==> src/rtl/snfcs_pkg.sv <==
// Package for the SPI NOR flash command sequencer.
// Holds the transaction structs, command/operation codes, flash opcodes and phase codes.
// No dependencies.
`timescale 1ns / 1ps

package snfcs_pkg;

    localparam int ADDR_BITS   = 24;
    localparam int MAX_RESULTS = 7;
    localparam int CNT_W       = $clog2(MAX_RESULTS + 1);

    // input commands
    localparam logic [1:0] CMD_START     = 2'd0;
    localparam logic [1:0] CMD_PROG_DATA = 2'd1;
    localparam logic [1:0] CMD_REPLY     = 2'd2;

    // host operations
    localparam logic [3:0] OP_READ_ID      = 4'd0;
    localparam logic [3:0] OP_READ_STATUS  = 4'd1;
    localparam logic [3:0] OP_WRITE_EN     = 4'd2;
    localparam logic [3:0] OP_WRITE_DIS    = 4'd3;
    localparam logic [3:0] OP_READ_DATA    = 4'd4;
    localparam logic [3:0] OP_PAGE_PROGRAM = 4'd5;
    localparam logic [3:0] OP_SECTOR_ERASE = 4'd6;
    localparam logic [3:0] OP_BLOCK_ERASE  = 4'd7;
    localparam logic [3:0] OP_CHIP_ERASE   = 4'd8;

    // flash opcodes
    localparam logic [7:0] FL_WREN   = 8'h06;
    localparam logic [7:0] FL_WRDI   = 8'h04;
    localparam logic [7:0] FL_RDSR   = 8'h05;
    localparam logic [7:0] FL_READ   = 8'h03;
    localparam logic [7:0] FL_PP     = 8'h02;
    localparam logic [7:0] FL_SE     = 8'h20;
    localparam logic [7:0] FL_BE     = 8'hD8;
    localparam logic [7:0] FL_CE     = 8'hC7;
    localparam logic [7:0] FL_RDID   = 8'h9F;
    localparam logic [7:0] FL_DUMMY  = 8'hFF;

    localparam int STATUS_BUSY_BIT = 0;
    localparam logic [15:0] ID_BYTES = 16'd3;

    // sequencer phases
    localparam logic [1:0] PH_IDLE         = 2'd0;
    localparam logic [1:0] PH_READING      = 2'd1;
    localparam logic [1:0] PH_PROGRAM_DATA = 2'd2;
    localparam logic [1:0] PH_POLLING      = 2'd3;

    typedef struct packed {
        logic [1:0]           command;
        logic [3:0]           operation;
        logic [ADDR_BITS-1:0] address;
        logic [15:0]          length;
        logic [7:0]           write_byte;
        logic [7:0]           reply_byte;
    } item_in_t;

    typedef struct packed {
        logic       send_valid;
        logic [7:0] mosi_byte;
        logic       frame_end;
        logic       expect_reply;
        logic       data_valid;
        logic [7:0] read_byte;
        logic       op_done;
        logic       op_rejected;
        logic       last;
    } item_out_t;

    // decoder result: burst of results plus the state update
    typedef struct packed {
        logic [CNT_W-1:0]                  count;
        item_out_t [MAX_RESULTS-1:0]       list;
        logic                              upd;
        logic [1:0]                        phase;
        logic [15:0]                       bytes_left;
    } dec_t;

endpackage

==> src/rtl/snfcs_decode.sv <==
// Item decoder: builds the result burst and next state for one transaction.
// Depends on snfcs_pkg.
`timescale 1ns / 1ps

module snfcs_decode #(
    parameter int PAGE_BYTES = 256
) (
    input  snfcs_pkg::item_in_t item,
    input  logic [1:0]          phase,
    input  logic [15:0]         bytes_left,
    output snfcs_pkg::dec_t     dec
);

    function automatic snfcs_pkg::item_out_t mk(
        input logic       send,
        input logic [7:0] mosi,
        input logic       fe,
        input logic       er,
        input logic       dv,
        input logic [7:0] rb,
        input logic       done,
        input logic       rej
    );
        snfcs_pkg::item_out_t r;
        r.send_valid   = send;
        r.mosi_byte    = mosi;
        r.frame_end    = fe;
        r.expect_reply = er;
        r.data_valid   = dv;
        r.read_byte    = rb;
        r.op_done      = done;
        r.op_rejected  = rej;
        r.last         = 1'b0;
        return r;
    endfunction

    function automatic snfcs_pkg::item_out_t snd(input logic [7:0] b, input logic fe);
        return mk(1'b1, b, fe, 1'b0, 1'b0, 8'd0, 1'b0, 1'b0);
    endfunction

    function automatic snfcs_pkg::item_out_t dummy(input logic fe);
        return mk(1'b1, snfcs_pkg::FL_DUMMY, fe, 1'b1, 1'b0, 8'd0, 1'b0, 1'b0);
    endfunction

    logic [7:0]  a_hi;
    logic [7:0]  a_mid;
    logic [7:0]  a_lo;
    logic        len_zero;
    logic [15:0] bl_dec;

    assign a_hi     = item.address[snfcs_pkg::ADDR_BITS-1 -: 8];
    assign a_mid    = item.address[snfcs_pkg::ADDR_BITS-9 -: 8];
    assign a_lo     = item.address[7:0];
    assign len_zero = (item.length == 16'd0);
    assign bl_dec   = bytes_left - 16'd1;

    always_comb
    begin
        dec.count      = '0;
        dec.upd        = 1'b0;
        dec.phase      = phase;
        dec.bytes_left = bytes_left;
        for (int i = 0; i < snfcs_pkg::MAX_RESULTS; i++)
        begin
            dec.list[i] = '0;
        end

        if (phase == snfcs_pkg::PH_IDLE && item.command == snfcs_pkg::CMD_START)
        begin
            case (item.operation)
                snfcs_pkg::OP_READ_ID:
                begin
                    dec.upd        = 1'b1;
                    dec.count      = snfcs_pkg::CNT_W'(2);
                    dec.list[0]    = snd(snfcs_pkg::FL_RDID, 1'b0);
                    dec.list[1]    = dummy(1'b0);
                    dec.bytes_left = snfcs_pkg::ID_BYTES;
                    dec.phase      = snfcs_pkg::PH_READING;
                end
                snfcs_pkg::OP_READ_STATUS:
                begin
                    dec.upd        = 1'b1;
                    dec.count      = snfcs_pkg::CNT_W'(2);
                    dec.list[0]    = snd(snfcs_pkg::FL_RDSR, 1'b0);
                    dec.list[1]    = dummy(1'b1);
                    dec.bytes_left = 16'd1;
                    dec.phase      = snfcs_pkg::PH_READING;
                end
                snfcs_pkg::OP_WRITE_EN, snfcs_pkg::OP_WRITE_DIS:
                begin
                    dec.upd     = 1'b1;
                    dec.count   = snfcs_pkg::CNT_W'(1);
                    dec.list[0] = mk(1'b1,
                        (item.operation == snfcs_pkg::OP_WRITE_EN) ?
                            snfcs_pkg::FL_WREN : snfcs_pkg::FL_WRDI,
                        1'b1, 1'b0, 1'b0, 8'd0, 1'b1, 1'b0);
                end
                snfcs_pkg::OP_READ_DATA:
                begin
                    dec.upd     = 1'b1;
                    dec.list[0] = snd(snfcs_pkg::FL_READ, 1'b0);
                    dec.list[1] = snd(a_hi, 1'b0);
                    dec.list[2] = snd(a_mid, 1'b0);
                    dec.list[3] = mk(1'b1, a_lo, len_zero, 1'b0, 1'b0, 8'd0,
                                     len_zero, 1'b0);
                    if (len_zero)
                    begin
                        dec.count = snfcs_pkg::CNT_W'(4);
                    end
                    else
                    begin
                        dec.count      = snfcs_pkg::CNT_W'(5);
                        dec.list[4]    = dummy(item.length == 16'd1);
                        dec.bytes_left = item.length;
                        dec.phase      = snfcs_pkg::PH_READING;
                    end
                end
                snfcs_pkg::OP_PAGE_PROGRAM:
                begin
                    dec.upd = 1'b1;
                    if (len_zero || item.length > 16'(PAGE_BYTES))
                    begin
                        dec.count   = snfcs_pkg::CNT_W'(1);
                        dec.list[0] = mk(1'b0, 8'd0, 1'b0, 1'b0, 1'b0, 8'd0,
                                         1'b0, 1'b1);
                    end
                    else
                    begin
                        dec.count      = snfcs_pkg::CNT_W'(5);
                        dec.list[0]    = snd(snfcs_pkg::FL_WREN, 1'b1);
                        dec.list[1]    = snd(snfcs_pkg::FL_PP, 1'b0);
                        dec.list[2]    = snd(a_hi, 1'b0);
                        dec.list[3]    = snd(a_mid, 1'b0);
                        dec.list[4]    = snd(a_lo, 1'b0);
                        dec.bytes_left = item.length;
                        dec.phase      = snfcs_pkg::PH_PROGRAM_DATA;
                    end
                end
                snfcs_pkg::OP_SECTOR_ERASE, snfcs_pkg::OP_BLOCK_ERASE:
                begin
                    dec.upd     = 1'b1;
                    dec.count   = snfcs_pkg::CNT_W'(7);
                    dec.list[0] = snd(snfcs_pkg::FL_WREN, 1'b1);
                    dec.list[1] = snd((item.operation == snfcs_pkg::OP_SECTOR_ERASE) ?
                                      snfcs_pkg::FL_SE : snfcs_pkg::FL_BE, 1'b0);
                    dec.list[2] = snd(a_hi, 1'b0);
                    dec.list[3] = snd(a_mid, 1'b0);
                    dec.list[4] = snd(a_lo, 1'b1);
                    dec.list[5] = snd(snfcs_pkg::FL_RDSR, 1'b0);
                    dec.list[6] = dummy(1'b1);
                    dec.phase   = snfcs_pkg::PH_POLLING;
                end
                snfcs_pkg::OP_CHIP_ERASE:
                begin
                    dec.upd     = 1'b1;
                    dec.count   = snfcs_pkg::CNT_W'(4);
                    dec.list[0] = snd(snfcs_pkg::FL_WREN, 1'b1);
                    dec.list[1] = snd(snfcs_pkg::FL_CE, 1'b1);
                    dec.list[2] = snd(snfcs_pkg::FL_RDSR, 1'b0);
                    dec.list[3] = dummy(1'b1);
                    dec.phase   = snfcs_pkg::PH_POLLING;
                end
                default:
                begin
                    dec.upd = 1'b0;
                end
            endcase
        end
        else if (phase == snfcs_pkg::PH_READING && item.command == snfcs_pkg::CMD_REPLY)
        begin
            dec.upd = 1'b1;
            if (bytes_left <= 16'd1)
            begin
                dec.count      = snfcs_pkg::CNT_W'(1);
                dec.list[0]    = mk(1'b0, 8'd0, 1'b0, 1'b0, 1'b1, item.reply_byte,
                                    1'b1, 1'b0);
                dec.bytes_left = 16'd0;
                dec.phase      = snfcs_pkg::PH_IDLE;
            end
            else
            begin
                dec.count      = snfcs_pkg::CNT_W'(2);
                dec.list[0]    = mk(1'b0, 8'd0, 1'b0, 1'b0, 1'b1, item.reply_byte,
                                    1'b0, 1'b0);
                dec.list[1]    = dummy(bl_dec == 16'd1);
                dec.bytes_left = bl_dec;
            end
        end
        else if (phase == snfcs_pkg::PH_PROGRAM_DATA &&
                 item.command == snfcs_pkg::CMD_PROG_DATA)
        begin
            dec.upd = 1'b1;
            if (bytes_left <= 16'd1)
            begin
                dec.count      = snfcs_pkg::CNT_W'(3);
                dec.list[0]    = snd(item.write_byte, 1'b1);
                dec.list[1]    = snd(snfcs_pkg::FL_RDSR, 1'b0);
                dec.list[2]    = dummy(1'b1);
                dec.bytes_left = 16'd0;
                dec.phase      = snfcs_pkg::PH_POLLING;
            end
            else
            begin
                dec.count      = snfcs_pkg::CNT_W'(1);
                dec.list[0]    = snd(item.write_byte, 1'b0);
                dec.bytes_left = bl_dec;
            end
        end
        else if (phase == snfcs_pkg::PH_POLLING && item.command == snfcs_pkg::CMD_REPLY)
        begin
            dec.upd = 1'b1;
            if (item.reply_byte[snfcs_pkg::STATUS_BUSY_BIT])
            begin
                dec.count   = snfcs_pkg::CNT_W'(2);
                dec.list[0] = snd(snfcs_pkg::FL_RDSR, 1'b0);
                dec.list[1] = dummy(1'b1);
            end
            else
            begin
                dec.count   = snfcs_pkg::CNT_W'(1);
                dec.list[0] = mk(1'b0, 8'd0, 1'b0, 1'b0, 1'b0, 8'd0, 1'b1, 1'b0);
                dec.phase   = snfcs_pkg::PH_IDLE;
            end
        end

        // tag the final result of the burst
        for (int i = 0; i < snfcs_pkg::MAX_RESULTS; i++)
        begin
            dec.list[i].last = (dec.count != '0) &&
                               (snfcs_pkg::CNT_W'(i) == dec.count - snfcs_pkg::CNT_W'(1));
        end
    end

endmodule

==> src/rtl/spi_nor_flash_command_sequencer.sv <==
// First result is registered and valid the cycle after acceptance; an item yields 0 to 7 results.
// Throughput: one result per cycle while out_ready is high; a new transaction is taken when the
// burst queue is empty or its final entry leaves in the same cycle.
// Items that cause no result are absorbed with no state change.
// Reset (rst_n, async, active low): phase idle, byte counter zero, burst queue empty.
// Depends on snfcs_pkg and snfcs_decode.
`timescale 1ns / 1ps

module spi_nor_flash_command_sequencer #(
    parameter int PAGE_BYTES = 256
) (
    input  logic                  clk,
    input  logic                  rst_n,
    input  logic                  in_valid,
    output logic                  in_ready,
    input  snfcs_pkg::item_in_t   in_item,
    output logic                  out_valid,
    input  logic                  out_ready,
    output snfcs_pkg::item_out_t  out_item
);

    localparam int N = snfcs_pkg::MAX_RESULTS;
    localparam int CW = snfcs_pkg::CNT_W;

    // sequencer state
    logic [1:0]  phase_reg, phase_next;
    logic [15:0] bytes_left_reg, bytes_left_next;

    // burst queue: entry 0 is the result on the output, entries shift down on a take
    snfcs_pkg::item_out_t [N-1:0] q_reg, q_next;
    logic [CW-1:0]                cnt_reg, cnt_next;

    snfcs_pkg::dec_t dec;
    logic            in_fire;
    logic            out_fire;

    // Decode straight from the port against the current state; state
    // updates at the accept edge so the next item sees it.
    snfcs_decode #(
        .PAGE_BYTES (PAGE_BYTES)
    ) u_decode (
        .item       (in_item),
        .phase      (phase_reg),
        .bytes_left (bytes_left_reg),
        .dec        (dec)
    );

    assign out_valid = (cnt_reg != '0);
    assign out_item  = q_reg[0];
    assign out_fire  = out_valid && out_ready;

    // Take a new transaction once the queue drains, including the cycle in
    // which its last entry is taken.
    assign in_ready  = (cnt_reg == '0) || (cnt_reg == CW'(1) && out_ready);
    assign in_fire   = in_valid && in_ready;

    always_comb
    begin
        phase_next      = phase_reg;
        bytes_left_next = bytes_left_reg;
        q_next          = q_reg;
        cnt_next        = cnt_reg;

        if (out_fire)
        begin
            for (int i = 0; i < N - 1; i++)
            begin
                q_next[i] = q_reg[i+1];
            end
            cnt_next = cnt_reg - CW'(1);
        end

        if (in_fire && dec.upd)
        begin
            phase_next      = dec.phase;
            bytes_left_next = dec.bytes_left;
        end

        if (in_fire && dec.count != '0)
        begin
            q_next   = dec.list;
            cnt_next = dec.count;
        end
    end

    always_ff @(posedge clk or negedge rst_n)
    begin
        if (!rst_n)
        begin
            phase_reg      <= snfcs_pkg::PH_IDLE;
            bytes_left_reg <= '0;
            cnt_reg        <= '0;
        end
        else
        begin
            phase_reg      <= phase_next;
            bytes_left_reg <= bytes_left_next;
            cnt_reg        <= cnt_next;
        end
    end

    // payload, no reset
    always_ff @(posedge clk)
    begin
        q_reg <= q_next;
    end

`ifndef SYNTHESIS
    // the result at the head carries last exactly when it is the only one queued
    a_last_at_tail: assert property (@(posedge clk) disable iff (!rst_n)
        out_valid |-> (out_item.last == (cnt_reg == CW'(1))))
        else $error("last flag does not match burst queue depth");

    // counter is clear whenever no data or program transfer is in progress
    a_idle_count_clear: assert property (@(posedge clk) disable iff (!rst_n)
        (phase_reg == snfcs_pkg::PH_IDLE || phase_reg == snfcs_pkg::PH_POLLING)
        |-> (bytes_left_reg == 16'd0))
        else $error("byte counter nonzero outside read/program");

    // a read or program in progress always has bytes outstanding
    a_busy_count_set: assert property (@(posedge clk) disable iff (!rst_n)
        (phase_reg == snfcs_pkg::PH_READING || phase_reg == snfcs_pkg::PH_PROGRAM_DATA)
        |-> (bytes_left_reg != 16'd0))
        else $error("byte counter empty during read/program");

    // a rejected program leaves the sequencer idle
    a_reject_idle: assert property (@(posedge clk) disable iff (!rst_n)
        (out_valid && out_item.op_rejected) |-> (phase_reg == snfcs_pkg::PH_IDLE))
        else $error("rejected program left sequencer busy");
`endif

endmodule

==> config.mk <==
export PLATFORM = sky130hd
export DESIGN_NAME = spi_nor_flash_command_sequencer
export DESIGN_NICKNAME = d
export VERILOG_FILES = /design/src/rtl/snfcs_pkg.sv /design/src/rtl/snfcs_decode.sv /design/src/rtl/spi_nor_flash_command_sequencer.sv
export SDC_FILE = /design/constraint.sdc
export NUM_CORES = 1
export LEC_CHECK = 0
export ABC_AREA = 1
export BUFFER_PORTS_ARGS = -buffer_cell sky130_fd_sc_hd__buf_2
export CORE_MARGIN = 1
export CORE_UTILIZATION = 31
export CTS_CLUSTER_DIAMETER = 30
export DETAILED_ROUTE_END_ITERATION = 6
export PLACE_DENSITY_LB_ADDON = 0.15
export SETUP_SLACK_MARGIN = 0.15
export SYNTH_ARGS = -nofsm -noshare
export SYNTH_HDL_FRONTEND = slang
export SYNTH_SLANG_ARGS = --single-unit
==> constraint.sdc <==
create_clock -name clk -period 4.3 [get_ports clk]
set_clock_uncertainty 0.2 [all_clocks]
set_input_delay 1.29 -clock clk [delete_from_list [all_inputs] [get_ports clk]]
set_output_delay 1.29 -clock clk [all_outputs]
set_load 0.02 [all_outputs]
==> results of run 1 <==
## metrics by stage
| stage | instance area, um2 | setup slack (ns) | hold slack [ns] | power, W |
|---|---|---|---|---|
| final | 6700 | 1.07 | 0.321 | 0.00298 |
| after global routing | 6700 | 0.909 | 0.344 | 0.00313 |
| after CTS | 6700 | 1.06 | 0.325 | 0.00302 |
| after detailed placement | 6390 | 0.715 | 0.301 | 0.00213 |
| after global placement | 6390 | 0.801 | 0.305 | 0.00213 |
| after floorplan | 5860 | 0.675 | 0.281 | 0.00196 |
## kinds of logic after synthesis
family	count (synthesis)
adder cells (fa/ha/maj)	6
multiplexers	1
buffers and inverters	119
XOR/XNOR	6
AND/OR/NAND/NOR	335
flip-flops	100
AO/OA/AOI/OAI	137
## layout make-up
| type | instances | area (um2) |
|---|---|---|
| multi-input cells | 485 | 2400 |
| clock inverters | 7 | 91.3 |
| well taps | 229 | 287 |
| clock buffers | 9 | 225 |
| fillers | 1898 | 11500 |
| inverters | 75 | 284 |
| flip-flops and latches | 100 | 2900 |
| repair buffers | 98 | 523 |
## Yosys cell counts, types with 2 or more instances
master    count
clkbuf_1      6
inv_2         7
nand4_1       8
a22o_1       10
a31oi_1       2
a22oi_1      10
nor3_1        8
edfxtp_1     79
nand3_2       3
nor2_2        3
ha_1          6
nand3_4       2
nor2_1       94
dfrtp_1      21
buf_4        27
o21ai_1      17
nand2_1     171
nor2_4        3
buf_2         9
a211oi_1      2
nand3_1      32
xor2_1        6
o21ai_0      50
inv_1        66
nand2_2       4
a21oi_1      38
nand3b_1      3
## worst min-delay path, stage by stage (launching register included)
cell	delay [ns]
edfxtp_1	0.32
nand2_1	0.05
nand2_1	0.05
## worst paths after layout
check	from	endpoint	slack, ns	cells past startpoint
setup / recovery	out_ready	in_ready	1.07	4
hold / removal	q_reg[67]$_DFFE_PP_	q_reg[44]$_DFFE_PP_	0.32	2
setup reg to reg	bytes_left_reg[0]$_DFFE_PN0P_	q_reg[45]$_DFFE_PP_	1.53	15
hold reg to reg	q_reg[67]$_DFFE_PP_	q_reg[44]$_DFFE_PP_	0.32	2
max in group asynchronous	rst_n	cnt_reg[1]$_DFFE_PN0P_	2.85	1
min in group asynchronous	rst_n	bytes_left_reg[6]$_DFFE_PN0P_	0.69	1
## power groups by stage
stage          registers (W)  clock network, W  logic [W]
6_report             0.00142          0.000874   0.000683
5_1_grt              0.00145          0.000922   0.000762
4_1_cts              0.00142          0.000901   0.000691
3_5_place_dp         0.00145                 0   0.000688
3_3_place_gp         0.00144                 0   0.000683
2_1_floorplan        0.00143                 0   0.000527
## routing by layer
| metal | GRT usage | part of all wire | vias up |
|---|---|---|---|
| li1 | - | - | 2470 |
| met1 | 0.225 | 0.50 | 2245 |
| met2 | 0.257 | 0.45 | 105 |
| met3 | 0.0351 | 0.048 | 9 |
| met4 | 0.0444 | 0.0095 | 0 |
| met5 | 0 | 0 | - |
==> impl_summary.txt, run 1 <==
----------------------------------------------------
[Setup path]
  CP top delay family ... buffers and inverters
  Req. time, crit path ... approximately 2.8 ns
  Crit start category ... primary input
  Crit Path Category ... in -> out
  Signal arrival time at the worst endpoint ... 1.74 ns
  Critical path, cell by cell ... buf_2 > nand3_1 > nand2_1 > buf_2
  Kind of end point of the critical path ... primary output
  Library cell contributing the largest single delay on the critical path ... buf_2
  Crit path top cell by count ... buf_2
  CP Max Fanout ... 3
  Total buffers and inverters traversed by the critical path ... 2
  Maximum cell stage delay along the critical path ... 0.18 ns

[Pwr]
  Total internal power ... 0.00205 W
  Flop pwr share ... 0.478
  Power share of the combinational group ... 0.229
  Max IR drop VDD ... 181 uV
  Leakage power total ... between 2 and 3 nW
  Net Switching ... 0.000925 W
  Clock share of power ... 0.293
  Pwr per Cell Area ... 445 mW/mm2
  Proportion of total power due to net switching ... 0.310

[CTS]
  Sinks on the clock net ... 100
  Source-to-sink clock delay at the later pin of the worst-skew pair ... 0.36 ns
  Clock tree root buffer cell ... clkbuf_16
  Max clock buf depth ... 2
  Cts bufs inserted ... 9
  Number of gates given a new drive strength after cts ... 0
  CTS tree ... done
  Htree depth ... 3
  Hold buffers post-CTS ... 0
  Number of buffers inserted to repair setup after CTS ... 0
  Clock input transition at the sequential cells of the worst setup and hold paths ... approximately 0.08 ns

[Yosys]
  Average size of a mapped cell ... about 8.3 um2
  Count of flip-flops with a built-in enable after synthesis ... 79
  Warnings from Yosys ... 0
  Mapped Nets ... 776
  Synthesized-area fraction occupied by ao, oa, aoi and oai cells ... 0.134
  Seq cells post-synth ... 100
  Dominant combinational cell family by area after synthesis ... simple AND/OR/NAND/NOR gates
  Mux share of post-synthesis cell area ... 0.00171
  Async set-reset flop share out of synthesis ... 0.210
  Top-area cell type share of the netlist area ... 0.405
  Post-synthesis adder-cell area fraction ... 0.0128
  Most area-hungry cell type in the Yosys netlist ... edfxtp_1
  Parity-gate share of the synthesized area counting xor and xnor cells ... 0.00897
  Share of the yosys chip area belonging to registers ... 0.495
  Synthesized cell area ... slightly below 0.006 mm2
  Count of distinct cell types in the synthesized netlist ... 44
  Post-synthesis simple-gate area fraction ... 0.250
  Most used flip-flop cell after synthesis ... edfxtp_1
  Gate count of the mapped netlist ... 704
  Synth top area cells ... edfxtp_1 (41%), nand2_1 (11%), dfrtp_1 (9.0%)

[Timing]
  Final Critical Period ... 3.23 ns
  Transition time of the tightest slew-check pin ... 0.555 ns
  Total of endpoints with negative setup slack in the final report ... 0
  Tcrit/Tclk final ... 0.751
  RSZ-0062 raised after global routing ... false
  Max frequency ... approximately 0.31 GHz
  Relative slew slack ... 0.629
  Hold violation count in the final report ... 0
  Final-layout setup total negative slack ... 0 ns
  Max Transition Viols Final ... 0

[Layout]
  Final core utilization ... 0.368
  Diode count ... 0
  Area growth, synth to finish ... 14.5%
  Max FFs per register ... 56
  Final Instance Count excl. Fillers ... 1003
  Most used cells in the layout excluding fill and tap cells ... nand2_1 (170), nor2_1 (94), buf_2 (90), edfxtp_1 (79), inv_1 (66)
  Most common cell after layout, fill and taps aside ... nand2_1
  Final Net Count ... 841
  Share of layout cells above drive strength 1 ... 0.185

[Routing]
  DRC violations left ... 0
  Detailed router's first-iteration violation count ... 298
  Post-Route WL ... 15400 um
  Detail-routed via count per cell ... 4.81
  Vias ... around 4800
  Remaining antenna violation count after routing ... 0
  Number of optimization iterations in the first detailed-route pass ... 5
  Post-DR wirelength/cell ... ~15 um

[Status]
  Result of the run ... finished clean

[Min path]
  Classification of the worst-slack hold path ... reg -> reg

[Floorplanning]
  Area of the die ... about 0.019 mm2
  Number of rows created at floorplan ... just under 50
  Placeable core area ... roughly 0.018 mm2
  Starting density of the core ... 0.322
  Height of the chip ... 139 um
  Horiz. Die Dim ... 139 um
  IO Pins ... ~90

[Global routing]
  GRT Total Usage ... 0.163
  Maximum number of pins on one net before global-route repair ... 45
  First-pass GRT wire length ... 24700 um
  Number of antenna violations at the first check in global routing ... 0
  Number of global-route vias before repair ... 4655
  Gr ovfl total ... 0

[Placement]
  Placed cell count ... 987
  GP Congestion ... 0.867
  Number of buffer cells added on primary ports ... 90
  Post-DP HPWL ... between 10000 and 15000 um

[Job]
  Maximum Capacitance Violations ... 0

----------------------------------------------------
Note: power is estimated with default switching activity, not from simulation.
==> run 2: changes to the inputs <==
--- a/config.mk
+++ b/config.mk
@@ -5,7 +5,7 @@
 export SDC_FILE = /design/constraint.sdc
 export NUM_CORES = 1
 export LEC_CHECK = 0
-export ABC_AREA = 1
+export ABC_AREA = 0
 export BUFFER_PORTS_ARGS = -buffer_cell sky130_fd_sc_hd__buf_2
 export CORE_MARGIN = 1
 export CORE_UTILIZATION = 31
==> constraint.sdc (replaced) <==
create_clock -name clk -period 3.3 [get_ports clk]
set_clock_uncertainty 0.2 [all_clocks]
set_input_delay 0.99 -clock clk [delete_from_list [all_inputs] [get_ports clk]]
set_output_delay 0.99 -clock clk [all_outputs]
set_load 0.02 [all_outputs]
==> impl_summary.txt, run 2 <==
----------------------------------------------------
[Status]
  Result of the run ... finished clean

[Placement]
  Post-DP HPWL ... 13300 um
  Standard cell area after detailed placement ... ~0.0073 mm2
  GP Congestion ... 0.847
  Number of buffer cells added on primary ports ... 90

[Layout]
  Final Net Count ... 812
  Area used by sequential logic in the layout ... 0.00290 mm2
  Total area of multi-input combinational cells ... 0.00274 mm2
  Most common cell after layout, fill and taps aside ... buf_4
  Most used cells in the layout excluding fill and tap cells ... buf_4 (102), buf_2 (88), edfxtp_1 (79), a21oi_1 (37), nor2_1 (37)
  Diode count ... 0
  Area growth, synth to finish ... 31.5%
  Final core utilization ... 0.419
  Max FFs per register ... 56
  Finished Cell Area ... 0.00789 mm2
  Fill cells ... 1858
  Share of layout cells above drive strength 1 ... 0.361

[Global routing]
  Maximum number of pins on one net before global-route repair ... 34
  Number of antenna violations at the first check in global routing ... 0
  First-pass GRT wire length ... 27500 um
  GRT Total Usage ... 0.181
  Gr ovfl total ... 0
  Number of global-route vias before repair ... 4973

[Floorplanning]
  Number of rows created at floorplan ... 50
  IO Pins ... 91
  Horiz. Die Dim ... roughly 140 um
  Placeable core area ... 0.0188 mm2
  Height of the chip ... roughly 140 um
  Starting density of the core ... 0.318
  Area of the die ... around 0.020 mm2

[Routing]
  Vias ... 5233
  Post-Route WL ... 18100 um
  Detailed router's first-iteration violation count ... 434
  Post-DR wirelength/cell ... 18.0 um
  Remaining antenna violation count after routing ... 0
  Detail-routed via count per cell ... 5.21
  Number of optimization iterations in the first detailed-route pass ... 5
  DRC violations left ... 0

[Pwr]
  Leakage power total ... approximately 3.2 nW
  Max IR drop VDD ... 279 uV
  Overall Power ... 0.00449 W
  Pwr per Cell Area ... 569 mW/mm2

[CTS]
  Clock tree root buffer cell ... clkbuf_16
  Sinks on the clock net ... 100
  CTS tree ... done
  Clock input transition at the sequential cells of the worst setup and hold paths ... 0.07 ns
  Source-to-sink clock delay at the later pin of the worst-skew pair ... 0.36 ns
  Htree depth ... 3
  Cts bufs inserted ... 9
  Max clock buf depth ... 2

[Yosys]
  Mapped Nets ... approximately 650
  Post-synthesis adder-cell area fraction ... 0.0125
  Gate count of the mapped netlist ... between 500 and 600
  Warnings from Yosys ... 0
  Seq cells post-synth ... 100
  Most area-hungry cell type in the Yosys netlist ... edfxtp_1
  Count of distinct cell types in the synthesized netlist ... 72
  Dominant combinational cell family by area after synthesis ... compound AO/OA/AOI/OAI gates
  Average size of a mapped cell ... between 10 and 15 um2
  Cell types with the highest counts after synthesis ... edfxtp_1 (79), nor2_1 (40), a21oi_1 (39)
  Count of flip-flops with a built-in enable after synthesis ... between 70 and 80
  Post-synthesis simple-gate area fraction ... 0.150
  Mux share of post-synthesis cell area ... 0.0403
  Share of the yosys chip area belonging to registers ... 0.483
  Synthesized cell area ... 0.00600 mm2
  Async set-reset flop share out of synthesis ... 0.210
  Most used flip-flop cell after synthesis ... edfxtp_1
  Most frequent cell after synthesis ... edfxtp_1
  Synth top area cells ... edfxtp_1 (40%), dfrtp_1 (8.8%), a21oi_1 (3.3%)
  Synthesized-area fraction occupied by ao, oa, aoi and oai cells ... 0.228
  Top-area cell type share of the netlist area ... 0.396
  Parity-gate share of the synthesized area counting xor and xnor cells ... 0.00584

[Setup path]
  Kind of end point of the critical path ... flop
  Crit Path Category ... in -> reg
  Req. time, crit path ... 3.21 ns
  CP Max Fanout ... 5
  Crit start category ... primary input
  Signal arrival time at the worst endpoint ... between 3 and 4 ns

[Timing]
  Hold violation count in the final report ... 0
  RSZ-0062 raised after global routing ... true
  Transition time of the tightest slew-check pin ... ~0.88 ns
  Total of endpoints with negative setup slack in the final report ... 0
  Max frequency ... 0.315 GHz
  Relative slew slack ... 0.408
  Max Transition Viols Final ... 0
  Final Critical Period ... 3.17 ns
  Tcrit/Tclk final ... 0.962

[Job]
  Maximum Capacitance Violations ... 0

[Min path]
  Classification of the worst-slack hold path ... reg -> reg

----------------------------------------------------
==> run 2: per-stage QoR <==
| stage | std cells | worst slack (ns) | hold slack, ns | TNS (ns) |
|---|---|---|---|---|
| 6_report | 1005 | 0.126 | 0.320 | 0 |
| 3_3_place_gp | 978 | -0.300 | 0.299 | -29.32 |
| 2_1_floorplan | 580 | -0.0968 | 0.288 | -7.95 |
| 3_5_place_dp | 978 | -0.290 | 0.307 | -31.95 |
| 5_1_grt | 1005 | 0.0710 | 0.342 | 0 |
| 4_1_cts | 996 | 0.134 | 0.326 | 0 |
==> run 2: kinds of logic after synthesis <==
| group | count (synthesis) |
|---|---|
| AOI/OAI and AO/OA | 197 |
| and+or+nand+nor | 163 |
| DFF | 100 |
| buffers and inverters | 89 |
| muxes | 21 |
| adders and majority gates | 6 |
| xor gates and xnor gates | 4 |
==> run 2: timing repair <==
| item | in CTS | in global routing |
|---|---|---|
| hold buffers | 0 | 0 |
| gates resized for setup | 3 | 24 |
| buffers inserted | 2 | 6 |
| pin swaps | 1 | 2 |
| gates cloned | 0 | 3 |
| setup endpoints to repair | 39 | 124 |
==> run 2: worst paths after layout <==
check / slack [ns] / endpoint / cells after the start / from
worst max-delay path: 0.13 / q_reg[38]$_DFFE_PP_ / 9 / in_item[21]
worst min-delay path: 0.32 / q_reg[25]$_SDFFCE_PN0P_ / 1 / q_reg[48]$_SDFFCE_PN0P_
worst max register to register: 0.26 / q_reg[38]$_DFFE_PP_ / 8 / bytes_left_reg[10]$_DFFE_PN0P_
worst min register to register: 0.32 / q_reg[25]$_SDFFCE_PN0P_ / 1 / q_reg[48]$_SDFFCE_PN0P_
max in group asynchronous: 2.12 / cnt_reg[2]$_DFFE_PN0P_ / 1 / rst_n
min in group asynchronous: 0.40 / bytes_left_reg[15]$_DFFE_PN0P_ / 1 / rst_n
==> run 2: layer usage <==
layer / wire [um] / global-route usage / vias up
met4: 295 / 0.0606 / 0
met2: 8400 / 0.283 / 152
li1: - / - / 2530
met1: 8560 / 0.249 / 2535
met5: 0 / 0 / -
met3: 835 / 0.0357 / 16
==> run 2: layout make-up <==
| type | instances | share of cell area |
|---|---|---|
| tap | 260 | 0.0413 |
| inverter | 32 | 0.0159 |
| sequential | 100 | 0.368 |
| clock buffer | 10 | 0.0290 |
| timing repair buffer | 206 | 0.192 |
| clock inverter | 6 | 0.00682 |
| multi-input combinational | 391 | 0.348 |
==> run 2: worst max-delay path, cell delays in order <==
cell and delay [ns]:
buf_6 0.09, or4_4 0.57, or3_4 0.41, and3_4 0.18, o21ai_4 0.14, a31o_4 0.21
inv_6 0.07, clkbuf_16 0.16, mux2_2 0.27
==> run 2: power breakdown <==
group | switching (W) | internal [W] | leakage [nW] | total, W
registers | 0.000161 | 0.00178 | 1.03 | 0.00194
logic | 0.000821 | 0.000679 | 2.00 | 0.00150
clock network | 0.000523 | 0.000526 | 0.136 | 0.00105
